**src/design/lim_pkg.sv**
```systemverilog
`timescale 1ns / 1ps
// ----------------------------------------------------------------------------
// lim_pkg: shared types and constants of the layout index map
// Widths, layout and dimension codes, the lane record and the order table.
// ----------------------------------------------------------------------------
package lim_pkg;

    localparam int FLAT_W      = 34;
    localparam int CNT_W       = 11;
    localparam int SPC_W       = 5;
    localparam int IDX_W       = 3;
    localparam int MAX_DIM     = 1024;
    localparam int MAX_SPECIES = 16;
    localparam int GROUPS      = 4;
    localparam int CELLS       = GROUPS * FLAT_W;

    typedef enum logic [2:0] {
        LAYOUT_YXMS = 3'd0,
        LAYOUT_XYMS = 3'd1,
        LAYOUT_XMYS = 3'd2,
        LAYOUT_YMXS = 3'd3,
        LAYOUT_MXYS = 3'd4,
        LAYOUT_MYXS = 3'd5
    } layout_t;

    typedef enum logic [IDX_W-1:0] {
        REG_LAYOUT  = 3'd0,
        REG_LOWER   = 3'd1,
        REG_COUNT_Y = 3'd2,
        REG_COUNT_X = 3'd3,
        REG_COUNT_M = 3'd4,
        REG_COUNT_S = 3'd5
    } cfg_reg_t;

    typedef enum logic [1:0] {
        DIM_Y  = 2'd0,
        DIM_X  = 2'd1,
        DIM_MU = 2'd2
    } dim_t;

    // Effective configuration as seen by the cell chain
    typedef struct packed {
        layout_t                layout;
        logic [FLAT_W-1:0]      lower;
        logic [CNT_W-1:0]       n_y;
        logic [CNT_W-1:0]       n_x;
        logic [CNT_W-1:0]       n_mu;
        logic [SPC_W-1:0]       n_s;
    } cfg_t;

    // One transaction in flight along the chain
    typedef struct packed {
        logic                   valid;
        logic [CNT_W-1:0]       rem;
        logic [FLAT_W-1:0]      quo;
        logic [CNT_W-1:0]       dig_y;
        logic [CNT_W-1:0]       dig_mu;
        logic [FLAT_W-1:0]      acc;
        logic [CNT_W-1:0]       coord_y;
        logic [CNT_W-1:0]       coord_x;
        logic [CNT_W-1:0]       coord_mu;
    } lane_t;

    // Dimension at position k (fastest first) of a layout
    function automatic dim_t order_dim(layout_t l, logic [1:0] k);
        dim_t d;
        d = DIM_Y;
        unique case (l)
            LAYOUT_YXMS: d = (k == 2'd0) ? DIM_Y  : (k == 2'd1) ? DIM_X  : DIM_MU;
            LAYOUT_XYMS: d = (k == 2'd0) ? DIM_X  : (k == 2'd1) ? DIM_Y  : DIM_MU;
            LAYOUT_XMYS: d = (k == 2'd0) ? DIM_X  : (k == 2'd1) ? DIM_MU : DIM_Y;
            LAYOUT_YMXS: d = (k == 2'd0) ? DIM_Y  : (k == 2'd1) ? DIM_MU : DIM_X;
            LAYOUT_MXYS: d = (k == 2'd0) ? DIM_MU : (k == 2'd1) ? DIM_X  : DIM_Y;
            LAYOUT_MYXS: d = (k == 2'd0) ? DIM_MU : (k == 2'd1) ? DIM_Y  : DIM_X;
            default:     d = (k == 2'd0) ? DIM_Y  : (k == 2'd1) ? DIM_X  : DIM_MU;
        endcase
        return d;
    endfunction

    // Size of one dimension
    function automatic logic [CNT_W-1:0] dim_count(cfg_t c, dim_t d);
        logic [CNT_W-1:0] n;
        n = c.n_y;
        unique case (d)
            DIM_Y:   n = c.n_y;
            DIM_X:   n = c.n_x;
            DIM_MU:  n = c.n_mu;
            default: n = c.n_y;
        endcase
        return n;
    endfunction

endpackage

```
**src/design/lim_cell.sv**
```systemverilog
`timescale 1ns / 1ps
// ----------------------------------------------------------------------------
// lim_cell: one cell of the index chain
// One restoring division step on the lane, plus an optional Horner step.
// ----------------------------------------------------------------------------
module lim_cell
(
    input  logic                          clk,
    input  logic                          rst_n,
    input  logic                          advance,
    input  lim_pkg::lane_t                lane_in,
    input  logic [lim_pkg::CNT_W-1:0]     divisor,
    input  logic                          horner_en,
    input  logic [lim_pkg::CNT_W-1:0]     coord,
    input  logic [lim_pkg::CNT_W-1:0]     mult,
    output lim_pkg::lane_t                lane_out
);

    logic                                 valid_reg;
    lim_pkg::lane_t                       data_reg;
    lim_pkg::lane_t                       data_next;
    logic [lim_pkg::CNT_W:0]              trial;
    logic                                 fits;
    logic [lim_pkg::FLAT_W-1:0]           prod;

    // Shift in the next dividend bit and subtract where the divisor fits
    always_comb
    begin
        trial     = {lane_in.rem, lane_in.quo[lim_pkg::FLAT_W-1]};
        fits      = (trial >= {1'b0, divisor});
        prod      = lim_pkg::FLAT_W'(lane_in.acc * {{(lim_pkg::FLAT_W-lim_pkg::CNT_W){1'b0}}, mult});
        data_next = lane_in;
        data_next.rem = fits ? lim_pkg::CNT_W'(trial - {1'b0, divisor})
                             : trial[lim_pkg::CNT_W-1:0];
        data_next.quo = {lane_in.quo[lim_pkg::FLAT_W-2:0], fits};
        if (horner_en)
            data_next.acc = ({{(lim_pkg::FLAT_W-lim_pkg::CNT_W){1'b0}}, coord}
                             - lim_pkg::FLAT_W'(1)) + prod;
    end

    // Clear valid under reset
    always_ff @(posedge clk or negedge rst_n)
    begin
        if (!rst_n)
            valid_reg <= 1'b0;
        else if (advance)
            valid_reg <= lane_in.valid;
    end

    // Advance payload
    always_ff @(posedge clk)
    begin
        if (advance)
            data_reg <= data_next;
    end

    always_comb
    begin
        lane_out       = data_reg;
        lane_out.valid = valid_reg;
    end

endmodule

```
**config.mk**
```make
export PLATFORM = sky130hd
export DESIGN_NAME = lim_cell
export DESIGN_NICKNAME = d
export VERILOG_FILES = /design/src/design/lim_pkg.sv /design/src/design/lim_cell.sv
export SDC_FILE = /design/constraint.sdc
export NUM_CORES = 1
export LEC_CHECK = 0
export BUFFER_PORTS_ARGS = -buffer_cell sky130_fd_sc_hd__buf_2
export CAP_MARGIN = 20
export CORE_MARGIN = 8
export CORE_UTILIZATION = 37
export DETAILED_ROUTE_END_ITERATION = 7
export GPL_TIMING_DRIVEN = 1
export SLEW_MARGIN = 20
export SYNTH_ARGS = -nofsm -noshare
export SYNTH_HDL_FRONTEND = slang
export SYNTH_SLANG_ARGS = --single-unit
```
**constraint.sdc**
```tcl
create_clock -name clk -period 0.89 [get_ports clk]
set_input_delay 0 -clock clk [delete_from_list [all_inputs] [get_ports clk]]
set_output_delay 0 -clock clk [all_outputs]
set_load 0.1 [all_outputs]
```
==> run metrics <==
status finished, violations left; failing checks negative setup slack; overall power after layout 101 mW; area grow syn2layout 58.3%; clock-pin slew on the worst setup and hold paths 0.06 ns; crit path max-delay cell type or4_4; Max-Cap Viols 0; Hold Path End lane_out[62]; post-route clock period utilization 599%; final wirelength 51600 µm; synth unique cells 63; CP max stage delay 0.62 ns; Longest Clk Path Bufs 2; Hold/Removal Path Class in -> reg; Post-synth ARST share 0.741%; design area 24300 µm²; Worst R2R Setup Slack 0.05 ns; critical path data arrival time 5.51 ns; highest-count cells in the layout ignoring fill and taps inv_1 (302), fa_1 (267), nand2_1 (235), buf_4 (231), buf_2 (157); crit-path most repeated cell fa_1; Main synth FF type edfxtp_1; Hold Crit Depth 3; post-route minimum period 5.33 ns; placed inst area 21500 µm²; H-tree depth 4; CTS sink count 135; Initial Util 37.6%; required time of the critical path 1.07 ns; share of post-route cells with drive strength above 1 36.8%; Final setup viols 186; drt wl/cell 19.3 µm; pin count of the biggest net entering global routing 49; crit start category input pin; worst r2r src valid_reg; number of synthesized flops with an enable pin 134; syn nets 2003; DIE AREA 48300 µm²; worst skew pair latency 0.41 ns; Synth Area per Inst 10.3 µm²; core area 40900 µm²; via count of the first global-routing pass 14300; fin nets 2635; Num CTS Buffers 17; P per Cell Area 4150 nW/µm²; Critical Path Fanout Max 7; clock root buffer clkbuf_16; leakage power 11.3 nW; R2R Path End valid_reg; Routed Antenna Nets 0; sequential element share of the synthesized area 26.3%; Warnings, synthesis 0; Post-Syn Area 15400 µm²; DR iter-0 viols 743; Slew Limit Headroom 70.6%; RePlAce Congestion 0.893; worst slew pin tran 0.439 ns; pre-CTS setup slack -4.99 ns; vias post-DR 12900; global-route wire length before repair 79700 µm; FF+latch count, synth 135; Clock Skews 0 ns; Peak VDD IR 0.00351 V; CP Class in -> reg; length of the first detailed-routing pass in iterations 5; Final Max Slew Viols 0; final core utilization 59.4%; PortBufs 306; post-synthesis cell count 1497; final hold violations 0; Rows 74; RSZ-0062 raised after global routing true; drt drc 0; dpl hpwl 40500 µm; worst hold start lane_in[62]; Fillers 3290; GRT Residual Overflow 0; commonest non-fill, non-tap cell in the layout inv_1; FF-to-FF path depth 1; Die H 220 µm; crit-path cells buf_6, or4_4, or4_4, buf_6, fa_1, inv_1, fa_1, fa_1, inv_2, fa_1, inv_2, ha_4, buf_6, nand4_1, nor2b_2, a221oi_4, a31oi_4, a41oi_2, o21bai_1, a21oi_2, xnor2_1, mux2_4; I/O pin count 307; Largest register FFs 134; Vias/cell 4.83; antenna violations before repair 4; CP startpoint coord[5]; Max Clock Freq 188 MHz; CTS tree done; Total Routing Usage GR 21.3%; die width 220 µm; final worst slack -4.44 ns; setup total negative slack -149.05 ns; Setup crit end kind flop
==> power by group <==
part / total (mW) / internal, mW / switching [mW]
Combinational: 83.4 / 40.3 / 43.1
Sequential: 10.2 / 9.26 / 0.991
Clock: 7.32 / 4.43 / 2.89
==> area by class of cell <==
| class | count | area (µm²) | share of cell area, % |
|---|---|---|---|
| repair buffers | 678 | 6950 | 28.6 |
| flip-flops and latches | 135 | 4050 | 16.6 |
| diodes | 1 | 2.50 | 0.0103 |
| clock buffers | 18 | 429 | 1.76 |
| inverters | 329 | 1260 | 5.19 |
| clock inverters | 14 | 175 | 0.720 |
| multi-input cells | 968 | 10800 | 44.4 |
| well taps | 532 | 666 | 2.74 |
==> cells in the mapped netlist (all sizes together) (6+ instances only) <==
| cell type | count | area (µm²) |
|---|---|---|
| xor2 | 12 | 105 |
| nor2 | 26 | 97.6 |
| xnor2 | 43 | 377 |
| nand4 | 6 | 37.5 |
| a21o | 12 | 91.3 |
| nand2b | 7 | 43.8 |
| mux2 | 22 | 248 |
| a21oi | 29 | 153 |
| fa | 270 | 5410 |
| o21ai | 31 | 170 |
| edfxtp | 134 | 4020 |
| inv | 328 | 1230 |
| nor3 | 16 | 80.1 |
| nor2b | 8 | 57.6 |
| and2 | 100 | 626 |
| clkbuf | 62 | 233 |
| nand2 | 249 | 935 |
| ha | 64 | 801 |
==> metrics by stage <==
step | std cells | hold WS, ns
final | 2675 | 0.0396
after global routing | 2675 | 0.0237
after CTS | 2656 | 0.00447
after detailed placement | 2501 | -0.223
after global placement | 2501 | -0.223
after floorplan | 1497 | -0.296
==> cell families after synthesis <==
family / Yosys count / share of synthesized area (%)
compound gates: 119 / 5.50
flops: 135 / 26.3
fa+ha+maj: 334 / 40.4
mux: 25 / 1.81
simple gates: 434 / 13.1
buf+inv: 395 / 9.73
xor+xnor: 55 / 3.13
==> worst max-delay path by stage <==
stage / to / cells past startpoint / slack, ns
floorplan: lane_out[64] / 19 / -4.62
global route: lane_out[64] / 22 / -4.56
CTS: lane_out[64] / 22 / -4.32
global placement: lane_out[63] / 22 / -4.85
finish: lane_out[64] / 22 / -4.44
detailed placement: lane_out[63] / 22 / -4.99
==> worst max-delay path: cells and delay by family <==
family | cells | cell delay, ns
buf+inv | 6 | 0.50
simple gates | 4 | 1.58
compound gates | 5 | 0.79
fa+ha+maj | 5 | 2.23
xor+xnor | 1 | 0.12
mux | 1 | 0.26
==> routing by layer <==
layer / vias up / track usage [%] / routed length (µm) / part of all wire, %
met5: - / 0 / 27 / 0.052
met4: 4 / 4.55 / 643 / 1.2
met3: 41 / 3.88 / 3880 / 7.5
met2: 476 / 37.2 / 25700 / 50
met1: 6567 / 27.3 / 21400 / 41
li1: 5845 / - / - / -
==> what timing repair did <==
action	in CTS	in global routing
hold buffers	105	3
gates cloned	2	0
gates resized for setup	120	76
pin swaps	69	48
endpoints found under the setup margin	180	243
buffers inserted	17	23
hold endpoints to repair	114	4
No activity file was read; power rests on OpenSTA's default activity.
