[src/design/lim_pkg.sv]
`timescale 1ns / 1ps
// ----------------------------------------------------------------------------
// lim_pkg: shared types and constants of the layout index map
// Widths, layout and dimension codes, the lane record and the order table.
// ----------------------------------------------------------------------------
package lim_pkg;

    localparam int FLAT_W      = 34;
    localparam int CNT_W       = 11;
    localparam int SPC_W       = 5;
    localparam int IDX_W       = 3;
    localparam int MAX_DIM     = 1024;
    localparam int MAX_SPECIES = 16;
    localparam int GROUPS      = 4;
    localparam int CELLS       = GROUPS * FLAT_W;

    typedef enum logic [2:0] {
        LAYOUT_YXMS = 3'd0,
        LAYOUT_XYMS = 3'd1,
        LAYOUT_XMYS = 3'd2,
        LAYOUT_YMXS = 3'd3,
        LAYOUT_MXYS = 3'd4,
        LAYOUT_MYXS = 3'd5
    } layout_t;

    typedef enum logic [IDX_W-1:0] {
        REG_LAYOUT  = 3'd0,
        REG_LOWER   = 3'd1,
        REG_COUNT_Y = 3'd2,
        REG_COUNT_X = 3'd3,
        REG_COUNT_M = 3'd4,
        REG_COUNT_S = 3'd5
    } cfg_reg_t;

    typedef enum logic [1:0] {
        DIM_Y  = 2'd0,
        DIM_X  = 2'd1,
        DIM_MU = 2'd2
    } dim_t;

    // Effective configuration as seen by the cell chain
    typedef struct packed {
        layout_t                layout;
        logic [FLAT_W-1:0]      lower;
        logic [CNT_W-1:0]       n_y;
        logic [CNT_W-1:0]       n_x;
        logic [CNT_W-1:0]       n_mu;
        logic [SPC_W-1:0]       n_s;
    } cfg_t;

    // One transaction in flight along the chain
    typedef struct packed {
        logic                   valid;
        logic [CNT_W-1:0]       rem;
        logic [FLAT_W-1:0]      quo;
        logic [CNT_W-1:0]       dig_y;
        logic [CNT_W-1:0]       dig_mu;
        logic [FLAT_W-1:0]      acc;
        logic [CNT_W-1:0]       coord_y;
        logic [CNT_W-1:0]       coord_x;
        logic [CNT_W-1:0]       coord_mu;
    } lane_t;

    // Dimension at position k (fastest first) of a layout
    function automatic dim_t order_dim(layout_t l, logic [1:0] k);
        dim_t d;
        d = DIM_Y;
        unique case (l)
            LAYOUT_YXMS: d = (k == 2'd0) ? DIM_Y  : (k == 2'd1) ? DIM_X  : DIM_MU;
            LAYOUT_XYMS: d = (k == 2'd0) ? DIM_X  : (k == 2'd1) ? DIM_Y  : DIM_MU;
            LAYOUT_XMYS: d = (k == 2'd0) ? DIM_X  : (k == 2'd1) ? DIM_MU : DIM_Y;
            LAYOUT_YMXS: d = (k == 2'd0) ? DIM_Y  : (k == 2'd1) ? DIM_MU : DIM_X;
            LAYOUT_MXYS: d = (k == 2'd0) ? DIM_MU : (k == 2'd1) ? DIM_X  : DIM_Y;
            LAYOUT_MYXS: d = (k == 2'd0) ? DIM_MU : (k == 2'd1) ? DIM_Y  : DIM_X;
            default:     d = (k == 2'd0) ? DIM_Y  : (k == 2'd1) ? DIM_X  : DIM_MU;
        endcase
        return d;
    endfunction

    // Size of one dimension
    function automatic logic [CNT_W-1:0] dim_count(cfg_t c, dim_t d);
        logic [CNT_W-1:0] n;
        n = c.n_y;
        unique case (d)
            DIM_Y:   n = c.n_y;
            DIM_X:   n = c.n_x;
            DIM_MU:  n = c.n_mu;
            default: n = c.n_y;
        endcase
        return n;
    endfunction

endpackage

[src/design/lim_cfg.sv]
`timescale 1ns / 1ps
// ----------------------------------------------------------------------------
// lim_cfg: configuration registers
// Holds the six registers and presents their effective (clamped) values.
// ----------------------------------------------------------------------------
module lim_cfg
(
    input  logic                          clk,
    input  logic                          rst_n,
    input  logic                          wr_en,
    input  logic [lim_pkg::IDX_W-1:0]     wr_index,
    input  logic [lim_pkg::FLAT_W-1:0]    wr_data,
    output lim_pkg::cfg_t                 cfg
);

    lim_pkg::layout_t                   layout_reg;
    logic [lim_pkg::FLAT_W-1:0]         lower_reg;
    logic [lim_pkg::CNT_W-1:0]          count_y_reg;
    logic [lim_pkg::CNT_W-1:0]          count_x_reg;
    logic [lim_pkg::CNT_W-1:0]          count_mu_reg;
    logic [lim_pkg::SPC_W-1:0]          count_s_reg;

    function automatic logic [lim_pkg::CNT_W-1:0] clamp_dim(logic [lim_pkg::CNT_W-1:0] n);
        logic [lim_pkg::CNT_W-1:0] r;
        r = n;
        if (n == '0)
            r = lim_pkg::CNT_W'(1);
        else if (n > lim_pkg::CNT_W'(lim_pkg::MAX_DIM))
            r = lim_pkg::CNT_W'(lim_pkg::MAX_DIM);
        return r;
    endfunction

    function automatic logic [lim_pkg::SPC_W-1:0] clamp_spc(logic [lim_pkg::SPC_W-1:0] n);
        logic [lim_pkg::SPC_W-1:0] r;
        r = n;
        if (n == '0)
            r = lim_pkg::SPC_W'(1);
        else if (n > lim_pkg::SPC_W'(lim_pkg::MAX_SPECIES))
            r = lim_pkg::SPC_W'(lim_pkg::MAX_SPECIES);
        return r;
    endfunction

    // Write a register; drop unknown layouts and unknown indexes
    always_ff @(posedge clk or negedge rst_n)
    begin
        if (!rst_n)
        begin
            layout_reg   <= lim_pkg::LAYOUT_YXMS;
            lower_reg    <= '0;
            count_y_reg  <= lim_pkg::CNT_W'(1);
            count_x_reg  <= lim_pkg::CNT_W'(1);
            count_mu_reg <= lim_pkg::CNT_W'(1);
            count_s_reg  <= lim_pkg::SPC_W'(1);
        end
        else if (wr_en)
        begin
            unique case (wr_index)
                lim_pkg::REG_LAYOUT:
                begin
                    if (wr_data[2:0] < 3'd6)
                        layout_reg <= lim_pkg::layout_t'(wr_data[2:0]);
                end
                lim_pkg::REG_LOWER:   lower_reg    <= wr_data;
                lim_pkg::REG_COUNT_Y: count_y_reg  <= wr_data[lim_pkg::CNT_W-1:0];
                lim_pkg::REG_COUNT_X: count_x_reg  <= wr_data[lim_pkg::CNT_W-1:0];
                lim_pkg::REG_COUNT_M: count_mu_reg <= wr_data[lim_pkg::CNT_W-1:0];
                lim_pkg::REG_COUNT_S: count_s_reg  <= wr_data[lim_pkg::SPC_W-1:0];
                default: ;
            endcase
        end
    end

    // Present effective values
    always_comb
    begin
        cfg.layout = layout_reg;
        cfg.lower  = lower_reg;
        cfg.n_y    = clamp_dim(count_y_reg);
        cfg.n_x    = clamp_dim(count_x_reg);
        cfg.n_mu   = clamp_dim(count_mu_reg);
        cfg.n_s    = clamp_spc(count_s_reg);
    end

endmodule

[config.mk]
export PLATFORM = sky130hd
export DESIGN_NAME = lim_cfg
export DESIGN_NICKNAME = d
export VERILOG_FILES = /design/src/design/lim_pkg.sv /design/src/design/lim_cfg.sv
export SDC_FILE = /design/constraint.sdc
export NUM_CORES = 1
export LEC_CHECK = 0
export BUFFER_PORTS_ARGS = -buffer_cell sky130_fd_sc_hd__buf_2
export CAP_MARGIN = 40
export CORE_MARGIN = 2
export CORE_UTILIZATION = 29
export DETAILED_ROUTE_END_ITERATION = 8
export GPL_TIMING_DRIVEN = 0
export PLACE_DENSITY = 0.61
export SKIP_CTS_REPAIR_TIMING = 1
export SYNTH_ARGS = -nofsm -noshare
export SYNTH_HDL_FRONTEND = slang
export SYNTH_SLANG_ARGS = --single-unit
[constraint.sdc]
create_clock -name clk -period 3 [get_ports clk]
set_input_delay 0.6 -clock clk [delete_from_list [all_inputs] [get_ports clk]]
set_output_delay 0.6 -clock clk [all_outputs]
set_load 0.02 [all_outputs]
==> load_flow_metrics.sql <==
INSERT INTO impl_metrics (metric_group, metric, value, unit) VALUES
('run_status', 'run_status', 'finished clean', ''),
('floorplan', 'boundaryPins', '115', ''),
('floorplan', 'placeableCoreArea', '0.0113', 'sq mm'),
('synth', 'synth_compound_area_share', '0.604', '%'),
('synth', 'postSynthCellCount', '225', ''),
('worst_setup_path', 'cp_max_fo', '3', ''),
('cells_and_area', 'area_delta_synth_final', '31.5', '%'),
('synth', 'synth_area_per_cell', '14.7', 'sq um'),
('sta', 'clock.fmax', '486', 'MHz'),
('routing', 'drt_wl_total', '7580', 'microns'),
('synth', 'synth_seq_area_share', '56.8', '%'),
('global_route', 'grt_overflow_total', '0', ''),
('clock_tree', 'cts_inserted_buffers', '9', ''),
('synth', 'yosys_warnings', '0', ''),
('worst_setup_path', 'worst-setup-path-type', 'reg -> out', ''),
('place', 'post_dp_hpwl', '5580', 'microns'),
('pwr', 'peakVddDrop', '0.336', 'mV'),
('synth', 'synth-edff-count', '0', ''),
('sta', 'max-slew-margin-rel', '69.5', '%'),
('worst_setup_path', 'cp_slowest_cell', 'sky130_fd_sc_hd__dfrtp_1', ''),
('synth', 'synth_ff_type', 'sky130_fd_sc_hd__dfrtp_1', ''),
('global_route', 'global_route.usage.total', '12.8', '%'),
('sta', 'final_hold_viol_count', '0', ''),
('synth', 'ys_top_cells_by_area', 'sky130_fd_sc_hd__dfrtp_1, sky130_fd_sc_hd__mux2_2, sky130_fd_sc_hd__mux2_4', ''),
('clock_tree', 'cts_num_sinks', '75', ''),
('sta', 'setup_ws', '0.942', 'ns'),
('routing', 'via_per_inst', '4.41', ''),
('worst_hold_path', 'hold_class', 'in -> async', ''),
('synth', 'yosysTopAreaCellShare', '53.6', '%'),
('worst_setup_path', 'worst_ep_required_time', '2.40', 'ns'),
('synth', 'muxShareOfSynthArea', '28.5', '%'),
('synth', 'flop_and_latch_count_out_of_synthesis', '75', ''),
('synth', 'synth_most_common_cell', 'sky130_fd_sc_hd__dfrtp_1', ''),
('routing', 'first_iter_violations', '66', ''),
('routing', 'remaining_drc_errors', '0', ''),
('worst_setup_path', 'path_delay_family', 'simple AND/OR/NAND/NOR gates', ''),
('cells_and_area', 'insertedDiodeCount', '0', ''),
('floorplan', 'floorplan.die_area', '0.0123', 'sq mm'),
('sta', 'worst_slew_pin_slew', '0.458', 'ns'),
('sta', 'finalSetupTns', '0', 'ns'),
('cells_and_area', 'final_layout_size_suffix_gt1_share', '61.0', '%'),
('synth', 'synth_simple_gate_area_share', '10.2', '%'),
('synth', 'synth-async-reset-ratio', '100', '%'),
('synth', 'top_cells_by_instance_count_after_synthesis', 'sky130_fd_sc_hd__dfrtp_1, sky130_fd_sc_hd__mux2_2, sky130_fd_sc_hd__mux2_4, sky130_fd_sc_hd__nor2b_1, sky130_fd_sc_hd__clkbuf_1', ''),
('worst_setup_path', 'cp.arrival', '1.46', 'ns'),
('floorplan', 'die_x', '111', 'microns'),
('worst_setup_path', 'worst_setup_path_end_kind', 'primary output', ''),
('sta', 'clock_skew', '0', 'ns'),
('place', 'pre_cts_setup_slack', '1.19', 'ns'),
('clock_tree', 'ctsHtreeMaxLevel', '3', ''),
('cells_and_area', 'largest_reg_flops', '34', ''),
('clock_tree', 'cts-root-buf', 'sky130_fd_sc_hd__clkbuf_16', ''),
('sta', 'fin_crit_sh', '68.6', '%'),
('cells_and_area', 'final_nets', '391', ''),
('synth', 'synth.cell_area', '0.00331', 'sq mm'),
('synth', 'synth-adder-area-share', '0', '%'),
('clock_tree', 'cts.path.max_buffers', '2', ''),
('pwr', 'totalPowerFinal', '3380', 'uW'),
('synth', 'yosys.area.top_type', 'sky130_fd_sc_hd__dfrtp_1', ''),
('global_route', 'grt_pass1_vias', '2314', ''),
('synth', 'syn_nets', '265', ''),
('routing', 'dr.pass1.iters', '4', ''),
('cells_and_area', 'final_util', '38.7', '%'),
('sta', 'drv_slew', '0', ''),
('floorplan', 'fp-row-count', '39', ''),
('global_route', 'pin_count_of_the_biggest_net_entering_global_routing', '43', ''),
('global_route', 'grt_pass1_wl', '12200', 'microns'),
('worst_setup_path', 'cp_num_buf_inv', '1', ''),
('sta', 'total_setup_violations_reported_at_the_end_of_the_flow', '0', ''),
('routing', 'detail_route.wl_per_cell', '15.2', 'microns'),
('sta', 'unrepaired_setup_endpoints_after_global_routing', 'false', '');
==> worst register-to-register path, stage by stage (launching register included) <==
cell                       delay [ns]
sky130_fd_sc_hd__dfrtp_1         0.41
sky130_fd_sc_hd__clkbuf_1        0.23
sky130_fd_sc_hd__mux2_2          0.31
==> final cells by class <==
cell class	count	area (sq um)
clock buffer	12	246
timing repair buffer	115	593
clock inverter	4	26.3
multi-input combinational	133	1300
inverter	3	11.3
sequential	75	1880
buffer	14	119
fill	1132	6910
tap	143	179
==> cells by family after synthesis <==
family          count (synthesis)
mux                            74
buf+inv                        17
flops                          75
simple gates                   55
compound gates                  4
==> final timing paths <==
kind	startpoint	to	slack, ns	cells past startpoint
worst min register to register	count_y_reg[0]	count_y_reg[0]	0.49	2
min in group clk	count_y_reg[0]	count_y_reg[0]	0.49	2
worst max register to register	count_y_reg[10]	count_y_reg[10]	1.93	2
worst max-delay path	count_y_reg[1]	cfg[27]	0.94	4
worst min-delay path	rst_n	lower_reg[28]	0.22	1
max in group asynchronous	rst_n	count_x_reg[0]	2.12	2
==> where the power goes <==
part	total [uW]	internal (uW)	switching [uW]
clock network	985	581	403
registers	1390	1250	147
logic	1000	458	542
==> metrics by stage <==
| stage | instances | cell area, sq um |
|---|---|---|
| finish | 499 | 4360 |
| CTS | 499 | 4360 |
| global placement | 482 | 4060 |
| detailed placement | 483 | 4090 |
| global route | 499 | 4360 |
| floorplan | 225 | 3310 |
==> routing by layer <==
metal	global-route usage (%)	vias up	share of wire, %
li1	-	1030	-
met1	17.3	1113	47
met2	19.5	51	47
met3	3.28	9	4.8
met4	5.25	0	1.7
met5	0	-	0
==> layout by cell type (no fill, tap or decap), types with 4 or more instances in the layout <==
master	count
sky130_fd_sc_hd__mux2_2	44
sky130_fd_sc_hd__nor2_1	6
sky130_fd_sc_hd__nand3_1	5
sky130_fd_sc_hd__dfstp_2	4
sky130_fd_sc_hd__buf_2	115
sky130_fd_sc_hd__clkbuf_16	9
sky130_fd_sc_hd__mux2_4	30
sky130_fd_sc_hd__dfrtp_1	71
sky130_fd_sc_hd__nor2b_1	30
sky130_fd_sc_hd__nor4_1	6
sky130_fd_sc_hd__o21ai_0	4
sky130_fd_sc_hd__buf_12	4
sky130_fd_sc_hd__clkbuf_1	9
Power figures use the tool's default switching activity.
